<file path="src/dtq_pkg.sv">
`default_nettype none
// ----------------------------------------------------------------------------
// dtq_pkg
// Shared types and constants of the deadline timer queue.
// ----------------------------------------------------------------------------
package dtq_pkg;

    localparam int unsigned DEPTH_DEFAULT = 16;
    localparam int unsigned HANDLE_W = 4;
    localparam int unsigned SLEEP_W = 14;

    // Input item kinds.
    localparam logic [1:0] KIND_ARM = 2'd0;
    localparam logic [1:0] KIND_CANCEL = 2'd1;
    localparam logic [1:0] KIND_TICK = 2'd2;
    localparam logic [1:0] KIND_UNUSED = 2'd3;

    // Result kinds.
    localparam logic [1:0] RES_ARM_ACK = 2'd0;
    localparam logic [1:0] RES_CANCEL = 2'd1;
    localparam logic [1:0] RES_EXPIRED = 2'd2;
    localparam logic [1:0] RES_SLEEP = 2'd3;

    localparam logic [63:0] NS_PER_MS = 64'd1000000;
    localparam logic [SLEEP_W-1:0] EMPTY_SLEEP_MS = 14'd1000;
    localparam logic [SLEEP_W-1:0] MAX_SLEEP_MS = 14'd10000;
    // Cap threshold: a difference of 10001 ms or more saturates.
    localparam logic [63:0] CAP_NS = 64'd10001000000;
    // Reciprocal of 15625 scaled by 2^42; exact for the 28-bit operand used.
    localparam logic [28:0] MS_RECIP = 29'd281474977;

    typedef struct packed {
        logic [1:0]          kind;
        logic signed [63:0]  deadline;
        logic signed [63:0]  current_time;
        logic [HANDLE_W-1:0] handle;
        logic [31:0]         tag;
        logic                use_channel;
    } in_item_t;

    typedef struct packed {
        logic [1:0]          result_kind;
        logic [HANDLE_W-1:0] slot;
        logic [31:0]         echo_tag;
        logic                echo_channel;
        logic                ok;
        logic                new_earliest;
        logic [SLEEP_W-1:0]  sleep_ms;
        logic                last;
    } out_item_t;

endpackage
`default_nettype wire

</file>
<file path="src/dtq_front.sv">
`default_nettype none
// ----------------------------------------------------------------------------
// dtq_front
// Accepts input items, drops unused kinds and holds a two-entry queue.
// ----------------------------------------------------------------------------
module dtq_front (
    input  wire logic             aclk,
    input  wire logic             aresetn,
    input  wire dtq_pkg::in_item_t s_item,
    input  wire logic             s_valid,
    output logic                  s_ready,
    output dtq_pkg::in_item_t     q_item,
    output logic                  q_valid,
    input  wire logic             q_ready
);

    dtq_pkg::in_item_t buf_reg [2];
    logic       wr_ptr_reg, rd_ptr_reg;
    logic [1:0] cnt_reg;
    logic       push, pop, useful;

    // Kind three produces nothing and is simply dropped on transfer.
    assign useful = (s_item.kind != dtq_pkg::KIND_UNUSED);
    assign s_ready = (cnt_reg != 2'd2);
    assign push = s_valid && s_ready && useful;
    assign q_valid = (cnt_reg != 2'd0);
    assign pop = q_valid && q_ready;
    assign q_item = buf_reg[rd_ptr_reg];

    // Payload storage.
    always_ff @(posedge aclk) begin
        if (push) begin
            buf_reg[wr_ptr_reg] <= s_item;
        end
    end

    // Queue pointers and fill count.
    always_ff @(posedge aclk) begin
        if (!aresetn) begin
            wr_ptr_reg <= 1'b0;
            rd_ptr_reg <= 1'b0;
            cnt_reg <= 2'd0;
        end else begin
            if (push) wr_ptr_reg <= ~wr_ptr_reg;
            if (pop) rd_ptr_reg <= ~rd_ptr_reg;
            cnt_reg <= cnt_reg + {1'b0, push} - {1'b0, pop};
        end
    end

endmodule
`default_nettype wire

</file>
<file path="src/dtq_back.sv">
`default_nettype none
// ----------------------------------------------------------------------------
// dtq_back
// Walks the sorted order list one position a cycle while the output is free to arm and cancel; ticks expire the head.
// ----------------------------------------------------------------------------
module dtq_back #(
    parameter int unsigned DEPTH = dtq_pkg::DEPTH_DEFAULT
) (
    input  wire logic              aclk,
    input  wire logic              aresetn,
    input  wire dtq_pkg::in_item_t q_item,
    input  wire logic              q_valid,
    output logic                   q_ready,
    output dtq_pkg::out_item_t     m_item,
    output logic                   m_valid,
    input  wire logic              m_ready
);

    localparam int unsigned IW = $clog2(DEPTH);
    localparam int unsigned CW = $clog2(DEPTH + 1);
    localparam logic [CW-1:0] DEPTH_C = CW'(DEPTH);

    localparam logic [2:0] ST_IDLE = 3'd0;
    localparam logic [2:0] ST_ARM = 3'd1;
    localparam logic [2:0] ST_CAN = 3'd2;
    localparam logic [2:0] ST_TICK = 3'd3;
    localparam logic [2:0] ST_DIV = 3'd4;
    localparam logic [2:0] ST_OUT = 3'd5;

    logic [2:0]        state_reg;
    logic [63:0]       dl_mem [DEPTH];
    logic [31:0]       tag_mem [DEPTH];
    logic              ch_mem [DEPTH];
    logic [IW-1:0]     order_reg [DEPTH];
    logic [DEPTH-1:0]  valid_reg;
    logic [CW-1:0]     count_reg;
    dtq_pkg::in_item_t cur_reg;
    logic [CW-1:0]     pos_reg;
    logic [IW-1:0]     carry_reg;
    logic              placed_reg;
    logic              found_reg;
    logic [IW-1:0]     new_slot_reg;
    logic              zero_pos_reg;
    logic [27:0]       rem_reg;
    logic [13:0]       ms_reg;
    dtq_pkg::out_item_t out_reg;
    logic              out_valid_reg;

    // Lowest free slot, a priority search over the valid bits.
    logic [IW-1:0] free_slot;
    logic          free_any;
    always_comb begin
        free_slot = '0;
        free_any = 1'b0;
        for (int i = DEPTH - 1; i >= 0; i--) begin
            if (!valid_reg[i]) begin
                free_slot = IW'(i);
                free_any = 1'b1;
            end
        end
    end

    // Entry under the walk pointer.
    logic [IW-1:0] pos_idx;
    logic [IW-1:0] pos_slot;
    logic [63:0]   pos_dl;
    logic [63:0]   arm_diff, tick_diff, head_diff;
    logic          arm_after, tick_due;
    assign pos_idx = pos_reg[IW-1:0];
    assign pos_slot = order_reg[pos_idx];
    assign pos_dl = dl_mem[pos_slot];
    assign arm_diff = pos_dl - cur_reg.deadline;
    assign arm_after = (arm_diff != 64'd0) && !arm_diff[63];
    assign tick_diff = cur_reg.current_time - pos_dl;
    assign tick_due = (tick_diff != 64'd0) && !tick_diff[63];
    assign head_diff = pos_dl - cur_reg.current_time;

    // Millisecond quotient: the difference over 64, times the scaled reciprocal.
    logic [56:0] ms_prod;
    assign ms_prod = {29'd0, rem_reg} * {28'd0, dtq_pkg::MS_RECIP};

    logic out_free;
    assign out_free = !out_valid_reg || m_ready;
    assign m_valid = out_valid_reg;
    assign m_item = out_reg;
    assign q_ready = (state_reg == ST_IDLE);

    function automatic dtq_pkg::out_item_t mk(
        input logic [1:0] rk, input logic [3:0] sl, input logic [31:0] tg,
        input logic ch, input logic ok, input logic ne, input logic [13:0] ms,
        input logic lst);
        dtq_pkg::out_item_t r;
        r.result_kind = rk; r.slot = sl; r.echo_tag = tg; r.echo_channel = ch;
        r.ok = ok; r.new_earliest = ne; r.sleep_ms = ms; r.last = lst;
        return r;
    endfunction

    // Sequencer: one order position per cycle while the result register is free, results through one register.
    always_ff @(posedge aclk) begin
        if (!aresetn) begin
            state_reg <= ST_IDLE;
            valid_reg <= '0;
            count_reg <= '0;
            out_valid_reg <= 1'b0;
        end else begin
            if (m_ready) out_valid_reg <= 1'b0;
            case (state_reg)
                ST_IDLE: begin
                    if (q_valid) begin
                        cur_reg <= q_item;
                        pos_reg <= '0;
                        placed_reg <= 1'b0;
                        found_reg <= 1'b0;
                        if (q_item.kind == dtq_pkg::KIND_ARM) state_reg <= ST_ARM;
                        else if (q_item.kind == dtq_pkg::KIND_CANCEL)
                            state_reg <= ST_CAN;
                        else state_reg <= ST_TICK;
                    end
                end
                ST_ARM: begin
                    if (out_free) begin
                        if (count_reg >= DEPTH_C || !free_any) begin
                            out_reg <= mk(dtq_pkg::RES_ARM_ACK, '0, '0, 1'b0, 1'b0,
                                          1'b0, '0, 1'b1);
                            out_valid_reg <= 1'b1;
                            state_reg <= ST_IDLE;
                        end else if (pos_reg == count_reg) begin
                            // End of list: store the carried or new slot.
                            order_reg[pos_idx] <= placed_reg ? carry_reg : free_slot;
                            if (!placed_reg) begin
                                zero_pos_reg <= (pos_reg == '0);
                            end
                            valid_reg[free_slot] <= 1'b1;
                            dl_mem[free_slot] <= cur_reg.deadline;
                            tag_mem[free_slot] <= cur_reg.tag;
                            ch_mem[free_slot] <= cur_reg.use_channel;
                            count_reg <= count_reg + 1'b1;
                            out_reg <= mk(dtq_pkg::RES_ARM_ACK, 4'(free_slot), '0,
                                          1'b0, 1'b1,
                                          placed_reg ? zero_pos_reg : (pos_reg == '0),
                                          '0, 1'b1);
                            out_valid_reg <= 1'b1;
                            state_reg <= ST_IDLE;
                        end else begin
                            if (placed_reg) begin
                                order_reg[pos_idx] <= carry_reg;
                                carry_reg <= pos_slot;
                            end else if (arm_after) begin
                                order_reg[pos_idx] <= free_slot;
                                carry_reg <= pos_slot;
                                placed_reg <= 1'b1;
                                zero_pos_reg <= (pos_reg == '0);
                            end
                            pos_reg <= pos_reg + 1'b1;
                        end
                    end
                end
                ST_CAN: begin
                    if (out_free) begin
                        if ({{(32-dtq_pkg::HANDLE_W){1'b0}}, cur_reg.handle} >= DEPTH
                            || !valid_reg[cur_reg.handle[IW-1:0]]) begin
                            out_reg <= mk(dtq_pkg::RES_CANCEL, cur_reg.handle, '0,
                                          1'b0, 1'b0, 1'b0, '0, 1'b1);
                            out_valid_reg <= 1'b1;
                            state_reg <= ST_IDLE;
                        end else if (pos_reg + 1'b1 >= count_reg) begin
                            count_reg <= count_reg - 1'b1;
                            valid_reg[cur_reg.handle[IW-1:0]] <= 1'b0;
                            out_reg <= mk(dtq_pkg::RES_CANCEL, cur_reg.handle, '0,
                                          1'b0, 1'b1, 1'b0, '0, 1'b1);
                            out_valid_reg <= 1'b1;
                            state_reg <= ST_IDLE;
                        end else begin
                            // Once found, close the gap by shifting left.
                            if (found_reg || pos_slot == cur_reg.handle[IW-1:0]) begin
                                found_reg <= 1'b1;
                                order_reg[pos_idx] <= order_reg[pos_idx + 1'b1];
                            end
                            pos_reg <= pos_reg + 1'b1;
                        end
                    end
                end
                ST_TICK: begin
                    // The head always sits at position zero; pop while due.
                    if (out_free) begin
                        if (count_reg != '0 && tick_due) begin
                            out_reg <= mk(dtq_pkg::RES_EXPIRED, 4'(pos_slot),
                                          tag_mem[pos_slot], ch_mem[pos_slot],
                                          1'b0, 1'b0, '0, 1'b0);
                            out_valid_reg <= 1'b1;
                            valid_reg[pos_slot] <= 1'b0;
                            for (int i = 0; i + 1 < DEPTH; i++) begin
                                order_reg[i] <= order_reg[i + 1];
                            end
                            count_reg <= count_reg - 1'b1;
                        end else if (count_reg == '0) begin
                            out_reg <= mk(dtq_pkg::RES_SLEEP, '0, '0, 1'b0, 1'b0,
                                          1'b0, dtq_pkg::EMPTY_SLEEP_MS, 1'b1);
                            out_valid_reg <= 1'b1;
                            state_reg <= ST_IDLE;
                        end else if (head_diff[63] || head_diff < dtq_pkg::NS_PER_MS) begin
                            out_reg <= mk(dtq_pkg::RES_SLEEP, '0, '0, 1'b0, 1'b0,
                                          1'b0, 14'd1, 1'b1);
                            out_valid_reg <= 1'b1;
                            state_reg <= ST_IDLE;
                        end else if (head_diff >= dtq_pkg::CAP_NS) begin
                            out_reg <= mk(dtq_pkg::RES_SLEEP, '0, '0, 1'b0, 1'b0,
                                          1'b0, dtq_pkg::MAX_SLEEP_MS, 1'b1);
                            out_valid_reg <= 1'b1;
                            state_reg <= ST_IDLE;
                        end else begin
                            // Below the cap the difference fits in 34 bits.
                            rem_reg <= head_diff[33:6];
                            state_reg <= ST_DIV;
                        end
                    end
                end
                ST_DIV: begin
                    // One million is 64 times 15625; the quotient is below 2^14.
                    ms_reg <= ms_prod[55:42];
                    state_reg <= ST_OUT;
                end
                ST_OUT: begin
                    if (out_free) begin
                        out_reg <= mk(dtq_pkg::RES_SLEEP, '0, '0, 1'b0, 1'b0, 1'b0,
                                      ms_reg, 1'b1);
                        out_valid_reg <= 1'b1;
                        state_reg <= ST_IDLE;
                    end
                end
                default: state_reg <= ST_IDLE;
            endcase
        end
    end

endmodule
`default_nettype wire

</file>
<file path="src/deadline_timer_queue.sv">
`default_nettype none
// ----------------------------------------------------------------------------
// deadline_timer_queue
// Sorted queue of pending timers with arm, cancel and tick operations.
// ----------------------------------------------------------------------------
// Channel | Ports                       | Direction
// input   | s_valid, s_ready, s_item    | in
// result  | m_valid, m_ready, m_item    | out
//
// An arm or cancel walks the order list, one position a cycle while the result
// register is free. A tick pops each expired timer from the head, then gives the
// sleep advice, by way of a divide state when the millisecond quotient is needed.
// A two-entry queue sits between front and back. Reset is synchronous and clears
// all timers. Either side may stall freely.
// ----------------------------------------------------------------------------
module deadline_timer_queue #(
    parameter int unsigned DEPTH = dtq_pkg::DEPTH_DEFAULT
) (
    input  wire logic              aclk,
    input  wire logic              aresetn,
    input  wire logic              s_valid,
    output logic                   s_ready,
    input  wire dtq_pkg::in_item_t s_item,
    output logic                   m_valid,
    input  wire logic              m_ready,
    output dtq_pkg::out_item_t     m_item
);

    dtq_pkg::in_item_t q_item;
    logic q_valid, q_ready;

    dtq_front u_front (
        .aclk(aclk), .aresetn(aresetn), .s_item(s_item), .s_valid(s_valid),
        .s_ready(s_ready), .q_item(q_item), .q_valid(q_valid), .q_ready(q_ready)
    );

    dtq_back #(.DEPTH(DEPTH)) u_back (
        .aclk(aclk), .aresetn(aresetn), .q_item(q_item), .q_valid(q_valid),
        .q_ready(q_ready), .m_item(m_item), .m_valid(m_valid), .m_ready(m_ready)
    );

endmodule
`default_nettype wire

</file>
<file path="config.mk">
export PLATFORM = sky130hd
export DESIGN_NAME = deadline_timer_queue
export DESIGN_NICKNAME = d
export VERILOG_FILES = /design/src/dtq_pkg.sv /design/src/dtq_front.sv /design/src/dtq_back.sv /design/src/deadline_timer_queue.sv
export SDC_FILE = /design/constraint.sdc
export NUM_CORES = 2
export LEC_CHECK = 0
export BUFFER_PORTS_ARGS = -buffer_cell sky130_fd_sc_hd__buf_4
export CAP_MARGIN = 20
export CORE_UTILIZATION = 44
export DETAILED_ROUTE_END_ITERATION = 16
export GPL_TIMING_DRIVEN = 0
export HOLD_SLACK_MARGIN = 0.05
export PLACE_DENSITY_LB_ADDON = 0.08
export SYNTH_ARGS = -nofsm -noshare
export SYNTH_HDL_FRONTEND = slang
export SYNTH_SLANG_ARGS = --single-unit
</file>
<file path="constraint.sdc">
create_clock -name aclk -period 14.8 [get_ports aclk]
set_clock_uncertainty 0.05 [all_clocks]
set_input_delay 1.48 -clock aclk [delete_from_list [all_inputs] [get_ports aclk]]
set_output_delay 1.48 -clock aclk [all_outputs]
set_load 0.03 [all_outputs]
</file>
==> out/metrics.yaml <==
yosys:
  post_synth_fa_ha_maj_area_fraction_pct: 9.94
  postSynthNetCount: 10188
  synthMuxAreaShare_pct: 3.55
  ys_top_cells_by_area: "edfxtp_1, nand2_1, ha_1"
  synth.most_common_cell: "edfxtp_1"
  synth-xor-area-share_pct: 1.06
  synth_simple_gate_area_share_pct: 11.8
  synth_cell_types: 111
  syn_area_per_cell_um2: 12.2
  synth_compound_gate_area_share_pct: 10.2
  netlist_top_cells_count: "edfxtp_1, nand2_1, inv_1"
  synth_top_family_by_area: "simple AND/OR/NAND/NOR gates"
  ys.warnings.count: 0
  yosys.area.top_type: "edfxtp_1"
  syn-cell-area_um2: 113000
  synth_async_sr_flop_share_pct: 0
  yosys_most_used_dff: "edfxtp_1"
  number_of_flip_flops_and_latches_in_the_synthesized_netlist: 2259
  post_synth_edffs: 2225
  mapped_cells: 9276
  synth-seq-area-share_pct: 59.5
  synth_top_cell_area_share_pct: 58.9
clock_tree:
  cts_hold_buffers: 0
  worstSkewPairLatency_ns: 0.94
  clock_tree.root_cell: "clkbuf_16"
  cts_repair_resize_count: 0
  tritoncts.num_buffers: 235
  cts_setup_buffers: 0
  clk_pin_slew_ns: 0.06
  numClockSinks: 2259
  clock_tree_from_tritoncts: "done"
  cts_max_level: 4
  cts.path.max_buffers: 3
detailed_routing:
  post_drt_wl_per_cell_um: 26.9
  drt-total-wl_mm: 362
  ant_nets: 0
  drc: 0
  routed-via-count: 77562
  vias_per_cell: 5.77
  dr.first_iter.drc_count: 7183
  drt_first_pass_iters: 8
die:
  fp.coreArea_um2: 256000
  num_io_pins: 229
  die_w_um: 510
  dieArea_um2: 260000
  floorplan.initialDensity_pct: 44.2
  rows: 186
  overall_die_height_um: 510
finish:
  final_core_util_pct: 50.4
  largest_register_ffs: 1024
  multi_input_comb_area_um2: 41600
  fraction_of_final_layout_cells_sized_beyond_drive_strength_1_pct: 11.0
  ff_latch_area_um2: 67500
  syn2layout_area_growth_pct: 14.1
  finalNetCount: 10760
  fill_count: 22638
sta:
  worst-slew-pin-transition_ns: 1.26
  achievable-frequency_mhz: 76.6
  hold_ws_ns: 0.435
  timing_hold_violations_final: 0
  setup_viol_count_final: 0
  crit_path_time_final_ns: 13.06
  layout_worst_path_cycle_share_pct: 88.3
  timing_max_transition_violations_final: 0
  timing.slew.headroom_pct: 13.9
  rsz0062_at_grt: "false"
worst_hold_path:
  hold_class: "reg -> reg"
worst_setup_path:
  critPathArrivalTime_ns: 13.66
  critical_path_required_ns: 15.40
  worstPathMaxFanout: 10
  worstSetupEndpointType: "register"
  crit_type: "reg -> reg"
  timing.critical_path.slowest_cell_delay_ns: 0.97
  cpMostUsedCell: "clkbuf_1"
  setup.reg_to_reg.worst_slack_ns: 1.74
  cp_slowest_cell: "mux2i_1"
  setup.worst_path.start_class: "register"
placed_design:
  dp_hpwl_mm: 276
  gp_congestion: 0.966
  io_buffers: 228
global_routing:
  grt_antenna_before_repair: 12
  number_of_global_route_vias_before_repair: 76872
  grt_remaining_overflow: 0
  grt_pass1_wl_mm: 523
  global_route.usage.total_pct: 27.6
  grt_max_degree: 59
flow_run:
  drv_cap: 0
run_status:
  result_of_the_run: "completed"
==> cell families after synthesis <==
kind of cell / count (synthesis)
AO/OA/AOI/OAI: 1719
XOR/XNOR: 137
adder cells (fa/ha/maj): 741
buffers and inverters: 1151
flip-flops: 2259
multiplexers: 317
AND/OR/NAND/NOR: 2952
==> layer usage <==
| metal | global-route usage (%) | wire [um] | vias to the layer above |
|---|---|---|---|
| li1 | - | - | 35181 |
| met1 | 37.5 | 156000 | 39355 |
| met3 | 3.49 | 20300 | 472 |
| met5 | 0 | 43 | - |
| met2 | 46.2 | 175000 | 2546 |
| met4 | 8.32 | 10400 | 8 |
==> through the flow <==
step / instance area (um2) / TNS (ns) / worst slack, ns / instances
3_3_place_gp: 119000 / -485.43 / -5.94 / 12888
5_1_grt: 129000 / 0 / 1.46 / 13438
6_report: 129000 / 0 / 1.74 / 13445
4_1_cts: 129000 / 0 / 1.81 / 13435
3_5_place_dp: 122000 / 0 / 1.86 / 12994
2_1_floorplan: 113000 / 0 / 3.70 / 9276
==> area by class of cell <==
type	instances	area share, %
Antenna cell	9	0.0174
Buffer	495	1.58
Clock buffer	282	4.71
Clock inverter	159	1.26
Inverter	656	1.90
Multi-Input combinational cell	5866	32.1
Sequential cell	2259	52.2
Tap cell	3384	3.27
Timing Repair Buffer	335	2.92
==> worst paths after layout <==
path         cells after the start                                end                        startpoint
min                              1       u_back.cur_reg[85]$_DFFE_PP_  u_front.buf_reg[0][85]$_DFFE_PP_
max reg2reg                     28  u_back.order_reg[11][1]$_DFFE_PP_                          register
max                             28  u_back.order_reg[11][1]$_DFFE_PP_                          register
min reg2reg                      1       u_back.cur_reg[85]$_DFFE_PP_  u_front.buf_reg[0][85]$_DFFE_PP_
==> critical path, delay by kind of cell, from the launching register on <==
family / cells / cell delay, ns
AOI/OAI and AO/OA: 8 / 2.61
and+or+nand+nor: 8 / 3.28
muxes: 2 / 1.33
adders and majority gates: 1 / 0.40
DFF: 1 / 0.31
buffers and inverters: 9 / 4.72
==> layout by cell type, fill, tap and decap left out, types with 60 or more instances in the layout <==
cell | synthesis | layout
a211oi_1 | 95 | 94
inv_1 | 654 | 654
and3_1 | 398 | 398
fa_1 | 266 | 266
mux2_2 | 185 | 185
clkbuf_16 | 0 | 235
nor2_1 | 220 | 203
buf_12 | 0 | 65
nand2_1 | 1819 | 1819
nor3_1 | 92 | 91
nand4_1 | 112 | 112
a311oi_1 | 198 | 198
nand3_1 | 76 | 76
buf_4 | 2 | 237
ha_1 | 475 | 475
clkinv_1 | 1 | 60
a21o_1 | 115 | 115
clkbuf_1 | 393 | 420
o21ai_0 | 211 | 211
xnor2_1 | 85 | 85
mux2i_1 | 72 | 71
a31oi_1 | 225 | 225
edfxtp_1 | 2225 | 2225
a21oi_1 | 473 | 473
Power is left out: the tool's default activity adds up to more than one toggle a clock period on the data nets, which glitch-free logic cannot reach.
